$ cat src/design/mbwm_pkg.sv
package mbwm_pkg;

  localparam int MAX_BUCKETS_DEF = 64;

  localparam int MINUTE_W = 27;
  localparam int BUCKET_W = 48;
  localparam int NOW_W    = 32;
  localparam int BYTES_W  = 40;
  localparam int WINDOW_W = 17;
  localparam int SUM_W    = 54;
  localparam int RETAIN_W = 12;

  localparam int CFG_IDX_W  = 1;
  localparam int CFG_DATA_W = 12;

  localparam logic [CFG_IDX_W-1:0] REG_METER_ENABLED = 1'd0;
  localparam logic [CFG_IDX_W-1:0] REG_RETENTION     = 1'd1;

  localparam logic [RETAIN_W-1:0] RETENTION_RESET = 12'd600;

  // reciprocal of 60: floor(now * MAGIC / 2^37) is exact for every 32-bit now
  localparam logic [31:0] DIV60_MAGIC = 32'h8888_8889;
  localparam int          DIV60_SHIFT = 37;

  localparam int QUEUE_DEPTH = 2;
  localparam int QAW         = (QUEUE_DEPTH > 1) ? $clog2(QUEUE_DEPTH) : 1;
  localparam int QCW         = $clog2(QUEUE_DEPTH + 1);

  typedef enum logic [1:0] {
    KIND_NOP,
    KIND_ACCOUNT,
    KIND_QUERY
  } cmd_kind_e;

  typedef struct packed {
    cmd_kind_e           kind;
    logic [MINUTE_W-1:0] minute;
    logic [NOW_W-1:0]    limit;
    logic [BYTES_W-1:0]  bytes;
  } cmd_t;

  typedef struct packed {
    logic             valid;
    logic [QCW-1:0]   count;
  } q_status_t;

  typedef struct packed {
    logic [MINUTE_W-1:0] minute;
    logic [BUCKET_W-1:0] bytes;
  } bucket_t;

  typedef enum logic [2:0] {
    ST_IDLE,
    ST_ACC_RD,
    ST_ACC_CK,
    ST_DROP_RD,
    ST_DROP_CK,
    ST_QUERY
  } back_state_e;

endpackage

$ cat src/design/mbwm_queue.sv
module mbwm_queue
  import mbwm_pkg::*;
(
  input  logic      clk_i,
  input  logic      rst_ni,
  input  logic      push_i,
  input  cmd_t      push_cmd_i,
  input  logic      pop_i,
  output cmd_t      head_o,
  output q_status_t status_o
);

  cmd_t           slots_q [QUEUE_DEPTH];
  logic [QAW-1:0] wr_ptr_q;
  logic [QAW-1:0] rd_ptr_q;
  logic [QCW-1:0] count_q;

  function automatic logic [QAW-1:0] ptr_inc(input logic [QAW-1:0] p);
    logic [QAW-1:0] r;
    if (p == QAW'(QUEUE_DEPTH - 1)) begin
      r = '0;
    end else begin
      r = p + QAW'(1);
    end
    return r;
  endfunction

  assign head_o         = slots_q[rd_ptr_q];
  assign status_o.valid = (count_q != '0);
  assign status_o.count = count_q;

  always_ff @(posedge clk_i or negedge rst_ni) begin
    if (!rst_ni) begin
      wr_ptr_q <= '0;
      rd_ptr_q <= '0;
      count_q  <= '0;
    end else begin
      if (push_i) begin
        wr_ptr_q <= ptr_inc(wr_ptr_q);
      end
      if (pop_i) begin
        rd_ptr_q <= ptr_inc(rd_ptr_q);
      end
      if (push_i && !pop_i) begin
        count_q <= count_q + QCW'(1);
      end else if (pop_i && !push_i) begin
        count_q <= count_q - QCW'(1);
      end
    end
  end

  always_ff @(posedge clk_i) begin
    if (push_i) begin
      slots_q[wr_ptr_q] <= push_cmd_i;
    end
  end

`ifndef SYNTHESIS
  a_no_overflow: assert property (@(posedge clk_i) disable iff (!rst_ni)
    push_i |-> (count_q < QCW'(QUEUE_DEPTH)))
    else $error("queue push while full");

  a_no_underflow: assert property (@(posedge clk_i) disable iff (!rst_ni)
    pop_i |-> (count_q != '0))
    else $error("queue pop while empty");
`endif

endmodule

$ cat config.mk
export PLATFORM = sky130hd
export DESIGN_NAME = mbwm_queue
export DESIGN_NICKNAME = d
export VERILOG_FILES = /design/src/design/mbwm_pkg.sv /design/src/design/mbwm_queue.sv
export SDC_FILE = /design/constraint.sdc
export NUM_CORES = 1
export LEC_CHECK = 0
export BUFFER_PORTS_ARGS = -buffer_cell sky130_fd_sc_hd__buf_4
export CORE_ASPECT_RATIO = 1.4
export CORE_UTILIZATION = 25
export CTS_CLUSTER_SIZE = 12
export DETAILED_ROUTE_END_ITERATION = 8
export GPL_TIMING_DRIVEN = 0
export MAX_ROUTING_LAYER = met4
export PLACE_DENSITY = 0.52
export RECOVER_POWER = 50
export SETUP_SLACK_MARGIN = 0.2
export SYNTH_ARGS = -nofsm -noshare
export SYNTH_HDL_FRONTEND = slang
export SYNTH_SLANG_ARGS = --single-unit
$ cat constraint.sdc
create_clock -name clk_i -period 6 [get_ports clk_i]
set_input_delay 0.6 -clock clk_i [delete_from_list [all_inputs] [get_ports clk_i]]
set_output_delay 0.6 -clock clk_i [all_outputs]
set_load 0.005 [all_outputs]
# [Yosys cells after proc, flatten, opt, wreduce, memory -nomap -nowiden]
# Memory sizes are Yosys's and may differ from the RTL's.
# Cells that the tools add are included.
[op_classes] n_mul=0 bitwise_logic=0 n_shift=0 reduce_logical=6 eq_ne=0 n_lt_le_gt_ge=0 n_addsub=4 muxes=6 div=0
[ops] cell="$mux 1" n=4
[ops] cell="$mux 2" n=2
[ops] cell="$reduce_bool 2->1" n=2
[ops] cell="$add 1x1->1 const B" n=2
[ops] cell="$add 2x1->2 const B" n=1
[ops] cell="$logic_and 1x1->1" n=2
[ops] cell="$logic_not 1->1" n=2
[ops] cell="$sub 2x1->2 const B" n=1
[word_totals] regBits=4 n_memories=1 out_inout_bits=104 word_cells=20 ram_bits=202 input_bits=105 latchBits=0 rom_bits=0
[memory_table] memory="slots_q" depth=2 word_bits=101 read_ports=1 rd_clocked_by_memory_dff=0 wr=1 line="mbwm_queue.sv:13" rtl="cmd_t slots_q [QUEUE_DEPTH];"

# [Depth between registers and ports, before layout]
[logic_depth] depth_word=4 mapped_depth=5 mapped_depth_nobuf=5

# [Worst setup path before layout]
# Ideal clock, no wire load.
[synth_timing] kind="input to register" start="in push_i" end="mem slots_q[0][0] (netlist name), enable pin" slack_ns=0.431 t_arrival_ns=4.995 n_path_buf=0 stages=1 t_required_ns=5.426 setup_ns=0.574 cell_sequence="nor2b_1"
[synth_via] elab_chain_len=2
[synth_lines] item="start: declaration" line="mbwm_queue.sv:6" rtl="input logic push_i,"
[synth_lines] item="$mux 1" line="mbwm_queue.sv:53" rtl="if (push_i) begin"
[synth_lines] item="$mux 1 (implied by the code)" line="mbwm_queue.sv:54" rtl="slots_q[wr_ptr_q] <= push_cmd_i;"
[synth_lines] item="end: declaration" line="mbwm_queue.sv:13"
# Every way passes these cells.

# [Worst setup path after layout]
[layout_timing] start="reg wr_ptr_q" end="mem slots_q[1][54] (netlist name), enable pin"
[layout_lines] item="start: declaration" line="mbwm_queue.sv:14" rtl="logic [QAW-1:0] wr_ptr_q;"
[layout_lines] item="start signal: assignment" line="mbwm_queue.sv:39" rtl="wr_ptr_q <= ptr_inc(wr_ptr_q);"
# No word-level cell before the write port.

==> flow_results.org <==
** Cells and area
- Fill cells in the final layout number 2942.
- Layout-stage area growth over the synthesis result :: 34.5%
- In the final layout, the share of cells above drive strength 1 is 0.558.
- The net count of the finished layout is 672.
- Post-route non-filler standard cell count :: 970
- For this run, the share of the core covered by cells in the final layout is 0.341.

** Synth
- In this run, synthesis produced a sequential element count of 206.
- Number of instances in the synthesized netlist :: about 330
- After synthesis the cells add up to a little under 8000 µm².
- Synth top area share :: 0.778
- Mapped Nets :: 435
- Sequential area share after synthesis :: 0.791
- Number of distinct library cells after synthesis :: 15
- Largest area contributor in the netlist :: sky130_fd_sc_hd__edfxtp_1
- Syn. warnings :: 0
- Leading cell types by total area after synthesis :: sky130_fd_sc_hd__edfxtp_1 (78%), sky130_fd_sc_hd__mux2_4 (15%), sky130_fd_sc_hd__mux2_2 (3.0%)
- Averaged over all synthesized cells, the footprint is 23.7 µm².

** Timing
- Max Clock Skew :: 0.0161 ns
- Post-layout minimum cycle time :: 3.65 ns
- Max_slew headroom :: -1.40
- Least-Margin Pin Slew :: 3.61 ns
- The hold violation count in the final report was 0.
- Highest clock rate :: 274 MHz
- Hold timing on the final database bottoms out at a slack of 0.284 ns.
- The number of slew-limit violations in the final report is 65.
- Setup repair after global routing left no endpoint under its margin.
- In the finished design, the share of the clock period the worst path needs comes to 0.608.
- Setup violations remaining at the end of the flow were counted as 0.

** Critical path
- In this design, the stage delay of the slowest critical-path cell is roughly 2.6 ns.
- Worst setup path category :: register to register
- In this run the critical register-to-register path is launched from wr_ptr_q.
- Worst-path maximum fanout :: 53
- For the worst setup path, the data required time is 6.17 ns.
- Broken down by cell family, the worst path's largest delay share belongs to simple AND/OR/NAND/NOR gates.
- The endpoint identified for the worst register-to-register timing path is slots_q[1][54].
- Cells along the critical path :: and2_0 > buf_16
- Counting both buffers and inverters, the worst setup path holds a total of 1.
- Endpoint type of the worst setup path :: register
- Slowest CP cell :: sky130_fd_sc_hd__and2_0
- R2R cell count :: 2
- Worst-case register-to-register setup slack :: 2.35 ns
- STA classifies the critical path startpoint as a register.
- STA puts the critical path data arrival time at 3.82 ns.

** Floorplan
- Initial Utilization :: 0.254
- Number of rows in the core area :: 76
- From bottom edge to top edge, the die measures 211 µm.
- Total die area :: approximately 32000 µm²
- The core region is 30700 µm².
- Count of pins on the block boundary :: approximately 210
- The floorplan step set the die width to 151 µm.

** CTS
- Number of buffers added for setup after CTS :: 0
- The tree built by TritonCTS fans out to 206 sinks.
- The number of gates resized after CTS was 0.
- For the worst-skew pair, the clock arrives at the later sink with an insertion delay of about 0.5 ns.
- CTS built an H-tree with a depth of 1.
- TritonCTS clock tree :: done
- Clock-pin transition on the worst setup and hold timing paths :: around 0.06 ns
- Counting the buffers created by CTS gives 22.
- The longest clock path from root to sink contains 3 buffers.
- Clk Tree Root Cell :: sky130_fd_sc_hd__clkbuf_16

** Routing
- Detailed-route wire length :: 15.8 mm
- Antenna Nets Post-Route :: 0
- Mean number of vias per cell :: 3.96
- In this run, the number of DRC markers left after iteration 0 of detailed routing was 132.
- Drc violations :: 0
- The pre-antenna-repair detailed-routing pass consisted of 4 iterations.
- Vias after detailed routing :: 3843
- Wirelength per Cell :: 16.3 µm

** Global routing
- Total global routing track utilization :: 0.100
- Initial antenna violation count :: 5
- Maximum number of pins on one net before global-route repair :: 54
- Global routing finished with a remaining overflow of 0.
- First-pass GRT wire length :: between 20 and 25 mm
- The number of global-route vias before repair was 4305.

** Power and ir drop
- VDD sags by at most 0.000263 V.
- Overall power :: between 0.004 and 0.005 W
- Power spread over the standard cell area amounts to ~460 nW/µm².
- For this design the static power due to leakage is 4.02 nW.

** Min path
- Depth of the worst hold-timing path :: 2
- The min-delay analysis places its worst path in the category primary input to register.
- Hold Path Sink :: rd_ptr_q
- Beginning of the worst hold path :: pop_i

** Status
- The flow ran to the end, but the final reports show violations.
- The checks that failed: max-capacitance violations, max-slew violations.

** Placed design
- The congestion estimate from routability-driven global placement came to 0.729.
- Total of buffers placed on input and output ports :: 208
- Placed Cells :: 931
- The HPWL after detailed placement is 11.0 mm.

** Flow run
- Max-cap violations in this run came to 2.
## how the worst max path moves through the flow
stage	from	to	slack (ns)	cells after the start
2_1_floorplan	push_i	slots_q[0][0]	0.43	1
3_3_place_gp	push_i	slots_q[0][14]	-2.33	2
3_5_place_dp	push_i	slots_q[0][9]	3.88	4
4_1_cts	rd_ptr_q	head_o[48]	3.50	4
5_1_grt	wr_ptr_q	slots_q[1][96]	2.02	2
6_report	wr_ptr_q	slots_q[1][54]	2.35	2
## stage by stage
stage          setup TNS (ns)  area (µm²)  setup WS, ns
6_report                    0       10500          2.35
5_1_grt                     0       10500          2.02
4_1_cts                     0       10600          3.50
3_5_place_dp                0        9940          3.88
3_3_place_gp          -234.05        9840         -2.33
2_1_floorplan               0        7790         0.431
## power by group
group,internal (W),total (W),leakage [nW],switching [W]
Sequential,0.00192,0.00199,1.94,0.0000691
Clock,0.000726,0.00124,0.316,0.000517
Combinational,0.000920,0.00157,1.76,0.000646
Total,0.00356,0.00480,4.02,0.00123
## per-layer routing
metal | wire [µm] | track usage | vias to the layer above
met5 | 0 | - | -
met4 | 429 | 0.0410 | 0
met3 | 1490 | 0.0371 | 29
met2 | 8150 | 0.175 | 135
met1 | 5710 | 0.0993 | 1893
li1 | - | - | 1786
## synth_stat cells, drive strengths merged
library cell / n
ha: 1
nor2: 1
dfrtp: 4
and2: 1
xor2: 4
edfxtp: 202
inv: 1
nor2b: 1
or2: 1
mux2: 101
xnor2: 1
buf: 11
## worst register-to-register path, stage by stage (launching register included)
cell and delay (ns):
sky130_fd_sc_hd__dfrtp_1 0.38, sky130_fd_sc_hd__and2_0 2.58, sky130_fd_sc_hd__buf_16 0.31
## cell families (layout without fill, tap and decap cells)
group,Yosys count,in the layout,synth area share
multiplexers,101,101,0.184
XOR/XNOR,5,5,0.00562
AND/OR/NAND/NOR,4,4,0.00289
buffers and inverters,12,258,0.0143
flip-flops,206,206,0.791
other,0,5,0
adder cells (fa/ha/maj),1,1,0.00161
## placed cells by master, fill, tap and decap left out
master	n
sky130_fd_sc_hd__mux2_2	21
sky130_fd_sc_hd__clkbuf_1	32
sky130_fd_sc_hd__clkbuf_4	74
sky130_fd_sc_hd__nor2b_1	1
sky130_fd_sc_hd__nor2_1	1
sky130_fd_sc_hd__mux2_4	80
sky130_fd_sc_hd__buf_12	3
sky130_fd_sc_hd__clkbuf_16	23
sky130_fd_sc_hd__and2_0	1
sky130_fd_sc_hd__bufinv_16	1
sky130_fd_sc_hd__buf_4	106
sky130_fd_sc_hd__clkinv_1	5
sky130_fd_sc_hd__buf_2	1
sky130_fd_sc_hd__ha_1	1
sky130_fd_sc_hd__xnor2_1	1
sky130_fd_sc_hd__diode_2	5
sky130_fd_sc_hd__inv_1	1
sky130_fd_sc_hd__or2_2	1
sky130_fd_sc_hd__xor2_1	4
sky130_fd_sc_hd__buf_16	1
sky130_fd_sc_hd__edfxtp_1	202
sky130_fd_sc_hd__dlygate4sd3_1	1
sky130_fd_sc_hd__clkinv_2	2
sky130_fd_sc_hd__buf_6	8
sky130_fd_sc_hd__dfrtp_1	4
## sequential cells by signal, summed over array words and instances, names as in the netlist
signal and flops:
count_q 2, slots_q 202, rd_ptr_q 1, wr_ptr_q 1
## cell type report
class	instances	area, µm²	share of cell area
tap	390	488	0.0465
antenna	5	12.5	0.00119
sequential	206	6170	0.588
clock inverter	8	58.8	0.00561
multi-input combinational	111	1520	0.145
clock buffer	25	583	0.0556
timing repair buffer	213	1550	0.148
inverter	1	3.75	0.000358
buffer	11	106	0.0101
## what timing repair did
action | CTS | global route
hold endpoints to repair | 4 | 0
hold buffers | 1 | 0
endpoints found under the setup margin | 0 | 0
Power figures use the tool's default switching activity.
