===== config.mk =====
export PLATFORM = sky130hd
export DESIGN_NAME = mbwm_front
export DESIGN_NICKNAME = d
export VERILOG_FILES = /design/src/design/mbwm_pkg.sv /design/src/design/mbwm_front.sv
export SDC_FILE = /design/constraint.sdc
export NUM_CORES = 1
export LEC_CHECK = 0
export BUFFER_PORTS_ARGS = -buffer_cell sky130_fd_sc_hd__clkbuf_2
export CAP_MARGIN = 25
export CORE_UTILIZATION = 45
export DETAILED_ROUTE_END_ITERATION = 10
export PLACE_DENSITY_LB_ADDON = 0.12
export SYNTH_ARGS = -nofsm -noshare
export SYNTH_HDL_FRONTEND = slang
export SYNTH_SLANG_ARGS = --single-unit

===== constraint.sdc =====
create_clock -name clk_i -period 10.5 [get_ports clk_i]
set_input_delay 1.05 -clock clk_i [delete_from_list [all_inputs] [get_ports clk_i]]
set_output_delay 1.05 -clock clk_i [all_outputs]
set_load 0.01 [all_outputs]

===== src/design/mbwm_pkg.sv =====
package mbwm_pkg;

  localparam int MAX_BUCKETS_DEF = 64;

  localparam int MINUTE_W = 27;
  localparam int BUCKET_W = 48;
  localparam int NOW_W    = 32;
  localparam int BYTES_W  = 40;
  localparam int WINDOW_W = 17;
  localparam int SUM_W    = 54;
  localparam int RETAIN_W = 12;

  localparam int CFG_IDX_W  = 1;
  localparam int CFG_DATA_W = 12;

  localparam logic [CFG_IDX_W-1:0] REG_METER_ENABLED = 1'd0;
  localparam logic [CFG_IDX_W-1:0] REG_RETENTION     = 1'd1;

  localparam logic [RETAIN_W-1:0] RETENTION_RESET = 12'd600;

  // reciprocal of 60: floor(now * MAGIC / 2^37) is exact for every 32-bit now
  localparam logic [31:0] DIV60_MAGIC = 32'h8888_8889;
  localparam int          DIV60_SHIFT = 37;

  localparam int QUEUE_DEPTH = 2;
  localparam int QAW         = (QUEUE_DEPTH > 1) ? $clog2(QUEUE_DEPTH) : 1;
  localparam int QCW         = $clog2(QUEUE_DEPTH + 1);

  typedef enum logic [1:0] {
    KIND_NOP,
    KIND_ACCOUNT,
    KIND_QUERY
  } cmd_kind_e;

  typedef struct packed {
    cmd_kind_e           kind;
    logic [MINUTE_W-1:0] minute;
    logic [NOW_W-1:0]    limit;
    logic [BYTES_W-1:0]  bytes;
  } cmd_t;

  typedef struct packed {
    logic             valid;
    logic [QCW-1:0]   count;
  } q_status_t;

  typedef struct packed {
    logic [MINUTE_W-1:0] minute;
    logic [BUCKET_W-1:0] bytes;
  } bucket_t;

  typedef enum logic [2:0] {
    ST_IDLE,
    ST_ACC_RD,
    ST_ACC_CK,
    ST_DROP_RD,
    ST_DROP_CK,
    ST_QUERY
  } back_state_e;

endpackage


===== src/design/mbwm_front.sv =====
module mbwm_front
  import mbwm_pkg::*;
(
  input  logic                  clk_i,
  input  logic                  rst_ni,
  input  logic                  start,
  output logic                  busy,
  input  logic                  op_i,
  input  logic [NOW_W-1:0]      now_seconds_i,
  input  logic [BYTES_W-1:0]    byte_count_i,
  input  logic [WINDOW_W-1:0]   window_seconds_i,
  input  logic                  cfg_valid_i,
  output logic                  cfg_ready_o,
  input  logic [CFG_IDX_W-1:0]  cfg_index_i,
  input  logic [CFG_DATA_W-1:0] cfg_data_i,
  input  q_status_t             q_status_i,
  output logic                  push_o,
  output cmd_t                  push_cmd_o
);

  logic                 enabled_q;
  logic [RETAIN_W-1:0]  retention_q;

  logic                 s1_valid_q;
  logic                 s1_op_q;
  logic [NOW_W-1:0]     s1_now_q;
  logic [BYTES_W-1:0]   s1_bytes_q;
  logic [WINDOW_W-1:0]  s1_win_q;

  logic                 accept;
  logic [63:0]          product;
  logic [NOW_W-1:0]     span;
  logic [QCW:0]         in_flight;

  assign cfg_ready_o = 1'b1;

  // count the beat in the classify stage so the queue never overflows
  assign in_flight = {1'b0, q_status_i.count} + (QCW+1)'(s1_valid_q);
  assign busy      = (in_flight >= (QCW+1)'(QUEUE_DEPTH));
  assign accept    = start && !busy;

  always_ff @(posedge clk_i or negedge rst_ni) begin
    if (!rst_ni) begin
      enabled_q   <= 1'b1;
      retention_q <= RETENTION_RESET;
    end else if (cfg_valid_i) begin
      unique case (cfg_index_i)
        REG_METER_ENABLED: enabled_q   <= cfg_data_i[0];
        REG_RETENTION:     retention_q <= cfg_data_i[RETAIN_W-1:0];
        default: ;
      endcase
    end
  end

  always_ff @(posedge clk_i or negedge rst_ni) begin
    if (!rst_ni) begin
      s1_valid_q <= 1'b0;
    end else begin
      s1_valid_q <= accept;
    end
  end

  always_ff @(posedge clk_i) begin
    if (accept) begin
      s1_op_q    <= op_i;
      s1_now_q   <= now_seconds_i;
      s1_bytes_q <= byte_count_i;
      s1_win_q   <= window_seconds_i;
    end
  end

  always_comb begin
    product = 64'(s1_now_q) * 64'(DIV60_MAGIC);
    if (s1_op_q) begin
      span = NOW_W'(s1_win_q);
    end else begin
      span = NOW_W'(retention_q);
    end

    push_o            = s1_valid_q;
    push_cmd_o.minute = product[DIV60_SHIFT +: MINUTE_W];
    push_cmd_o.bytes  = s1_bytes_q;
    // start of the kept span, clamped at time zero
    push_cmd_o.limit  = (s1_now_q >= span) ? (s1_now_q - span) : '0;
    if (s1_op_q) begin
      push_cmd_o.kind = KIND_QUERY;
    end else if (enabled_q) begin
      push_cmd_o.kind = KIND_ACCOUNT;
    end else begin
      push_cmd_o.kind = KIND_NOP;
    end
  end

endmodule


### After elaboration in Yosys (flattened, before gate mapping)

Cells that the tools add are included.

* input bits: 110
* logic and storage cells: 21
* bits in registers: 104
* output and inout bits: 104

* muxes and demuxes: 4
* add/subtract/negate cells: 2
* reduce and logical (&&, ||, !) cells: 4
* bitwise gates (word level): 1
* magnitude comparators: 2
* multiply operators: 1

Operators with widths (number)
* 32-bit by 32-bit multiplier with 64-bit output, second input constant: 1
* 32-bit greater-or-equal comparator: 1
* 32-bit two-way mux: 1
* 32-bit subtractor: 1
* 17-bit two-way mux: 1
* 2-bit AND reduction: 2
* 2-bit by 1-bit adder with 3-bit output: 1
* 3-bit by 2-bit greater-or-equal comparator with 1-bit output, second input constant: 1
* 2-bit two-way mux: 1
* 1-bit logical AND: 1
* 1-bit zero test: 1
* 1-bit two-way mux: 1
* 1-bit NOT: 1

### Logic depth before layout (Yosys ltp)

* depth in word-level cells: 4
* gate-level depth with buffers: 23
* gate-level depth less buffers: 22

### Least setup slack after synthesis

OpenSTA, ideal clock, no wires.

* kind: register -> output
* from: register s1_now_q[1]
* to: output push_cmd_o[85] (netlist name)
* slack: 3.412 ns
* cell stages (with the launch flop): 21
* data arrival time: 6.038 ns
* path buffers: 1
* required time: 9.450 ns
* path through: edfxtp_1 -> ha_1 -> inv_1 -> fa_1 -> fa_1 -> fa_1 -> fa_1 -> inv_1 -> fa_1 -> inv_1 -> fa_1 -> inv_1 -> ha_1 -> nand4_1 -> or4_1 -> o2bb2ai_1 -> nor3_1 -> or3_1 -> o21ai_0 -> xor2_1 -> buf_4

* cells in the longest elaborated chain, start to end: 1

Ends and longest elaborated chain
* start: declaration: line mbwm_front.sv:26 `logic [NOW_W-1:0] s1_now_q;`
* start signal: assignment: line mbwm_front.sv:66 `s1_now_q <= now_seconds_i;`
* 32-bit by 32-bit multiplier with 64-bit output: line mbwm_front.sv:73 `product = 64'(s1_now_q) * 64'(DIV60_MAGIC);`
* end: declaration: line mbwm_front.sv:18 `output cmd_t push_cmd_o`

No other way between the ends.

==> impl_metrics.env <==
export IMPL_switchingPower_uw=2220
export IMPL_p_int_uw=1990
export IMPL_ant_nets=0
export IMPL_synth_distinct_cells=66
export IMPL_worst_r2r_endpoint="s1_bytes_q[29]"
export IMPL_tns_ns=0
export IMPL_cts_max_level=3
export IMPL_path_clk_slew_ns=0.07
export IMPL_post_cts_resized=0
export IMPL_final_common_cell="inv_1"
export IMPL_start_util_pct=46.0
export IMPL_synth_cells=1489
export IMPL_drc=0
export IMPL_syn_avg_cell_area_um2=10.1
export IMPL_firstDrtPassIters=5
export IMPL_final_cell_mix="inv_1 (323), ha_1 (317), clkbuf_2 (211)"
export IMPL_synth_edf_count=90
export IMPL_synth_area_mm2=0.0150
export IMPL_fin_skew_ns=0.00648
export IMPL_maxCapViolCount=0
export IMPL_dp_hpwl_um=33000
export IMPL_finalWorstSetupSlack_ns=1.85
export IMPL_min_period_over_period_pct=82.4
export IMPL_grtUsageTotal_pct=23.6
export IMPL_rsz0062_at_grt="false"
export IMPL_syn_to_final_growth_pct=11.0
export IMPL_worst_slew_pin_slew_ns=1.08
export IMPL_critPathCaptureType="primary output"
export IMPL_portBuffers=211
export IMPL_n_antenna_cell=0
export IMPL_insertion_delay_ns=0.34
export IMPL_coreArea_mm2=0.0327
export IMPL_grt_pass1_wl_um=60300
export IMPL_crit_required_ns=9.45
export IMPL_ys_seq_area_share_pct=20.4
export IMPL_post_cts_buffers=0
export IMPL_drive_above_1_share_pct=15.6
export IMPL_fillers=3127
export IMPL_reg2regPathDepth=3
export IMPL_synth_fp_nets=2074
export IMPL_r2r_slack_ns=8.16
export IMPL_hold_slack_ns=0.509
export IMPL_power_frac_clock_pct=7.8
export IMPL_grt_overflow=0
export IMPL_ctsLongestPathBuffers=2
export IMPL_critical_path_class="reg -> out"
export IMPL_ctsHoldBuffers=0
export IMPL_rows=66
export IMPL_dr_first_iter_drc_count=517
export IMPL_slew_headroom_pct=27.3
export IMPL_r2r_start="push_o"
export IMPL_synthArstFlopShare_pct=13.5
export IMPL_drt_wl_total_um=38800
export IMPL_whs_endpoint="retention_q[10]"
export IMPL_grt_antenna_before_repair=0
export IMPL_cts_tree="built"
export IMPL_ios=214
export IMPL_fin_crit_ns=8.65
export IMPL_crit_arrival_ns=7.60
export IMPL_dr_total_vias=11000
export IMPL_clock_sinks=104
export IMPL_status="finished, final reports clean"
export IMPL_comb_power_share_pct=80.0
export IMPL_fp_dieW_um=185
export IMPL_place_congestion=0.896
export IMPL_routedWlPerCell_um=18.4
export IMPL_ys_warnings_count=0
export IMPL_cts_buffers=9
export IMPL_swShare_pct=52.7
export IMPL_crit_path_start_kind="register"
export IMPL_fmax_mhz=116
export IMPL_worst_hold_path_type="reg -> reg"
export IMPL_grt_pass1_vias=11300
export IMPL_drv_slew=0
export IMPL_finalHoldViolCount=0
export IMPL_leakage_uw=0.00875
export IMPL_num_nets_final=2254
export IMPL_power_density_mw_per_mm2=252
export IMPL_seqPwrFrac_pct=12.1
export IMPL_path_max_fanout=6
export IMPL_yosys_register_bits=104
export IMPL_die_area_mm2=0.0341
export IMPL_worst_hold_startpoint="retention_q[10]"
export IMPL_pre_cts_ws_ns=1.95
export IMPL_setup_violations=0
export IMPL_peakVddDrop_mv=0.198
export IMPL_die_y_um=185
export IMPL_vias_per_cell=5.21
export IMPL_whs_path_depth=1
export IMPL_synth_main_ff_cell="edfxtp_1"
export IMPL_root_buffer="clkbuf_16"
export IMPL_grt_max_degree=69
state kept, by name (all words and copies together) (netlist names):
signal and flops:
enabled_q 1, s1_win_q 17, push_o 1, s1_now_q 32, s1_op_q 1, s1_bytes_q 40, retention_q 12
synth_stat cells, types with 4 or more instances:
| library cell | number | area share [%] |
|---|---|---|
| and2_1 | 4 | 0.17 |
| dfrtp_1 | 9 | 1.5 |
| inv_1 | 323 | 8.1 |
| o211ai_1 | 8 | 0.40 |
| nand2_1 | 63 | 1.6 |
| mux2_2 | 14 | 1.0 |
| nor2_1 | 63 | 1.6 |
| or4_1 | 6 | 0.30 |
| dfstp_2 | 5 | 0.87 |
| a31oi_1 | 6 | 0.25 |
| ha_1 | 317 | 26 |
| fa_1 | 158 | 21 |
| buf_4 | 30 | 1.5 |
| nor3_1 | 16 | 0.53 |
| mux2i_1 | 11 | 0.73 |
| nor2b_1 | 6 | 0.25 |
| o21bai_1 | 8 | 0.40 |
| a211oi_1 | 4 | 0.20 |
| and3_1 | 8 | 0.33 |
| a21oi_1 | 79 | 2.6 |
| o21ai_0 | 39 | 1.3 |
| edfxtp_1 | 90 | 18 |
| o21a_1 | 11 | 0.55 |
| xor2_1 | 20 | 1.2 |
| o31ai_1 | 8 | 0.40 |
| a21o_1 | 30 | 1.5 |
| clkbuf_1 | 13 | 0.32 |
| nor4_1 | 5 | 0.21 |
| or3_1 | 10 | 0.42 |
| xnor2_1 | 28 | 1.6 |
| nand3_1 | 20 | 0.67 |
| nand4_1 | 20 | 0.83 |
| a2111oi_0 | 5 | 0.29 |
stage by stage:
stage | instance area (µm²) | std cells | power [µW] | util [%]
after floorplan | 15000 | 1489 | 3120 | -
after global placement | 16400 | 2099 | 3850 | 50.1
after detailed placement | 16400 | 2099 | 3870 | 50.1
after CTS | 16700 | 2114 | 4230 | 51.0
after global routing | 16700 | 2115 | 4670 | 51.0
final | 16700 | 2115 | 4200 | 51.0
per-layer routing:
| metal | vias to the layer above | part of all wire (%) | routed length (µm) | global-route usage, % |
|---|---|---|---|---|
| met2 | 339 | 45 | 17600 | 38.2 |
| met5 | - | 0 | 0 | 0 |
| met4 | 0 | 2.3 | 889 | 6.38 |
| met3 | 48 | 5.9 | 2280 | 3.77 |
| met1 | 5272 | 47 | 18100 | 32.5 |
| li1 | 5366 | - | - | - |
area by class of cell:
type / instances / area [µm²] / share of cell area (%)
clock buffer: 9 / 225 / 1.35
clock inverter: 6 / 70.1 / 0.420
inverter: 323 / 1210 / 7.27
multi-input combinational: 1014 / 10500 / 62.7
sequential: 104 / 3060 / 18.3
tap: 442 / 553 / 3.31
timing repair buffer: 217 / 1110 / 6.63
worst max-delay path, cell delays in order (launching register included):
cell       delay (ns)
edfxtp_1         0.59
ha_1             0.40
inv_1            0.12
fa_1             0.49
fa_1             0.52
fa_1             0.52
fa_1             0.55
inv_1            0.05
fa_1             0.53
inv_1            0.05
fa_1             0.54
inv_1            0.05
ha_1             0.35
nand4_1          0.23
nor2_1           0.20
nand4_1          0.20
a311oi_1         0.50
nor3_1           0.27
o211ai_1         0.49
a2111oi_0        0.19
a311oi_1         0.22
clkbuf_2         0.17
power by group through the flow:
stage               sequential [µW]  combinational, µW  clock (µW)
floorplan                       507               2610           0
global placement                518               3330           0
CTS                             509               3380         340
detailed placement              518               3350           0
global route                    512               3810         350
finish                          509               3370         330
cell families after synthesis:
logic type	after synthesis	share of synthesized area [%]
adders and majority gates	475	47.4
buffers and inverters	371	10.1
and+or+nand+nor	236	7.77
AOI/OAI and AO/OA	229	9.75
DFF	104	20.4
xor gates and xnor gates	48	2.80
muxes	25	1.78
other	1	0.0250
how the worst max path moves through the flow:
stage                startpoint        endpoint  slack [ns]
floorplan           s1_now_q[1]  push_cmd_o[85]        3.41
global placement    s1_now_q[6]  push_cmd_o[95]        2.04
detailed placement  s1_now_q[3]  push_cmd_o[95]        1.95
CTS                 s1_now_q[3]  push_cmd_o[95]        1.57
global route        s1_now_q[5]  push_cmd_o[92]        1.57
finish              s1_now_q[5]  push_cmd_o[92]        1.85
(Power assumes the default switching activity.)
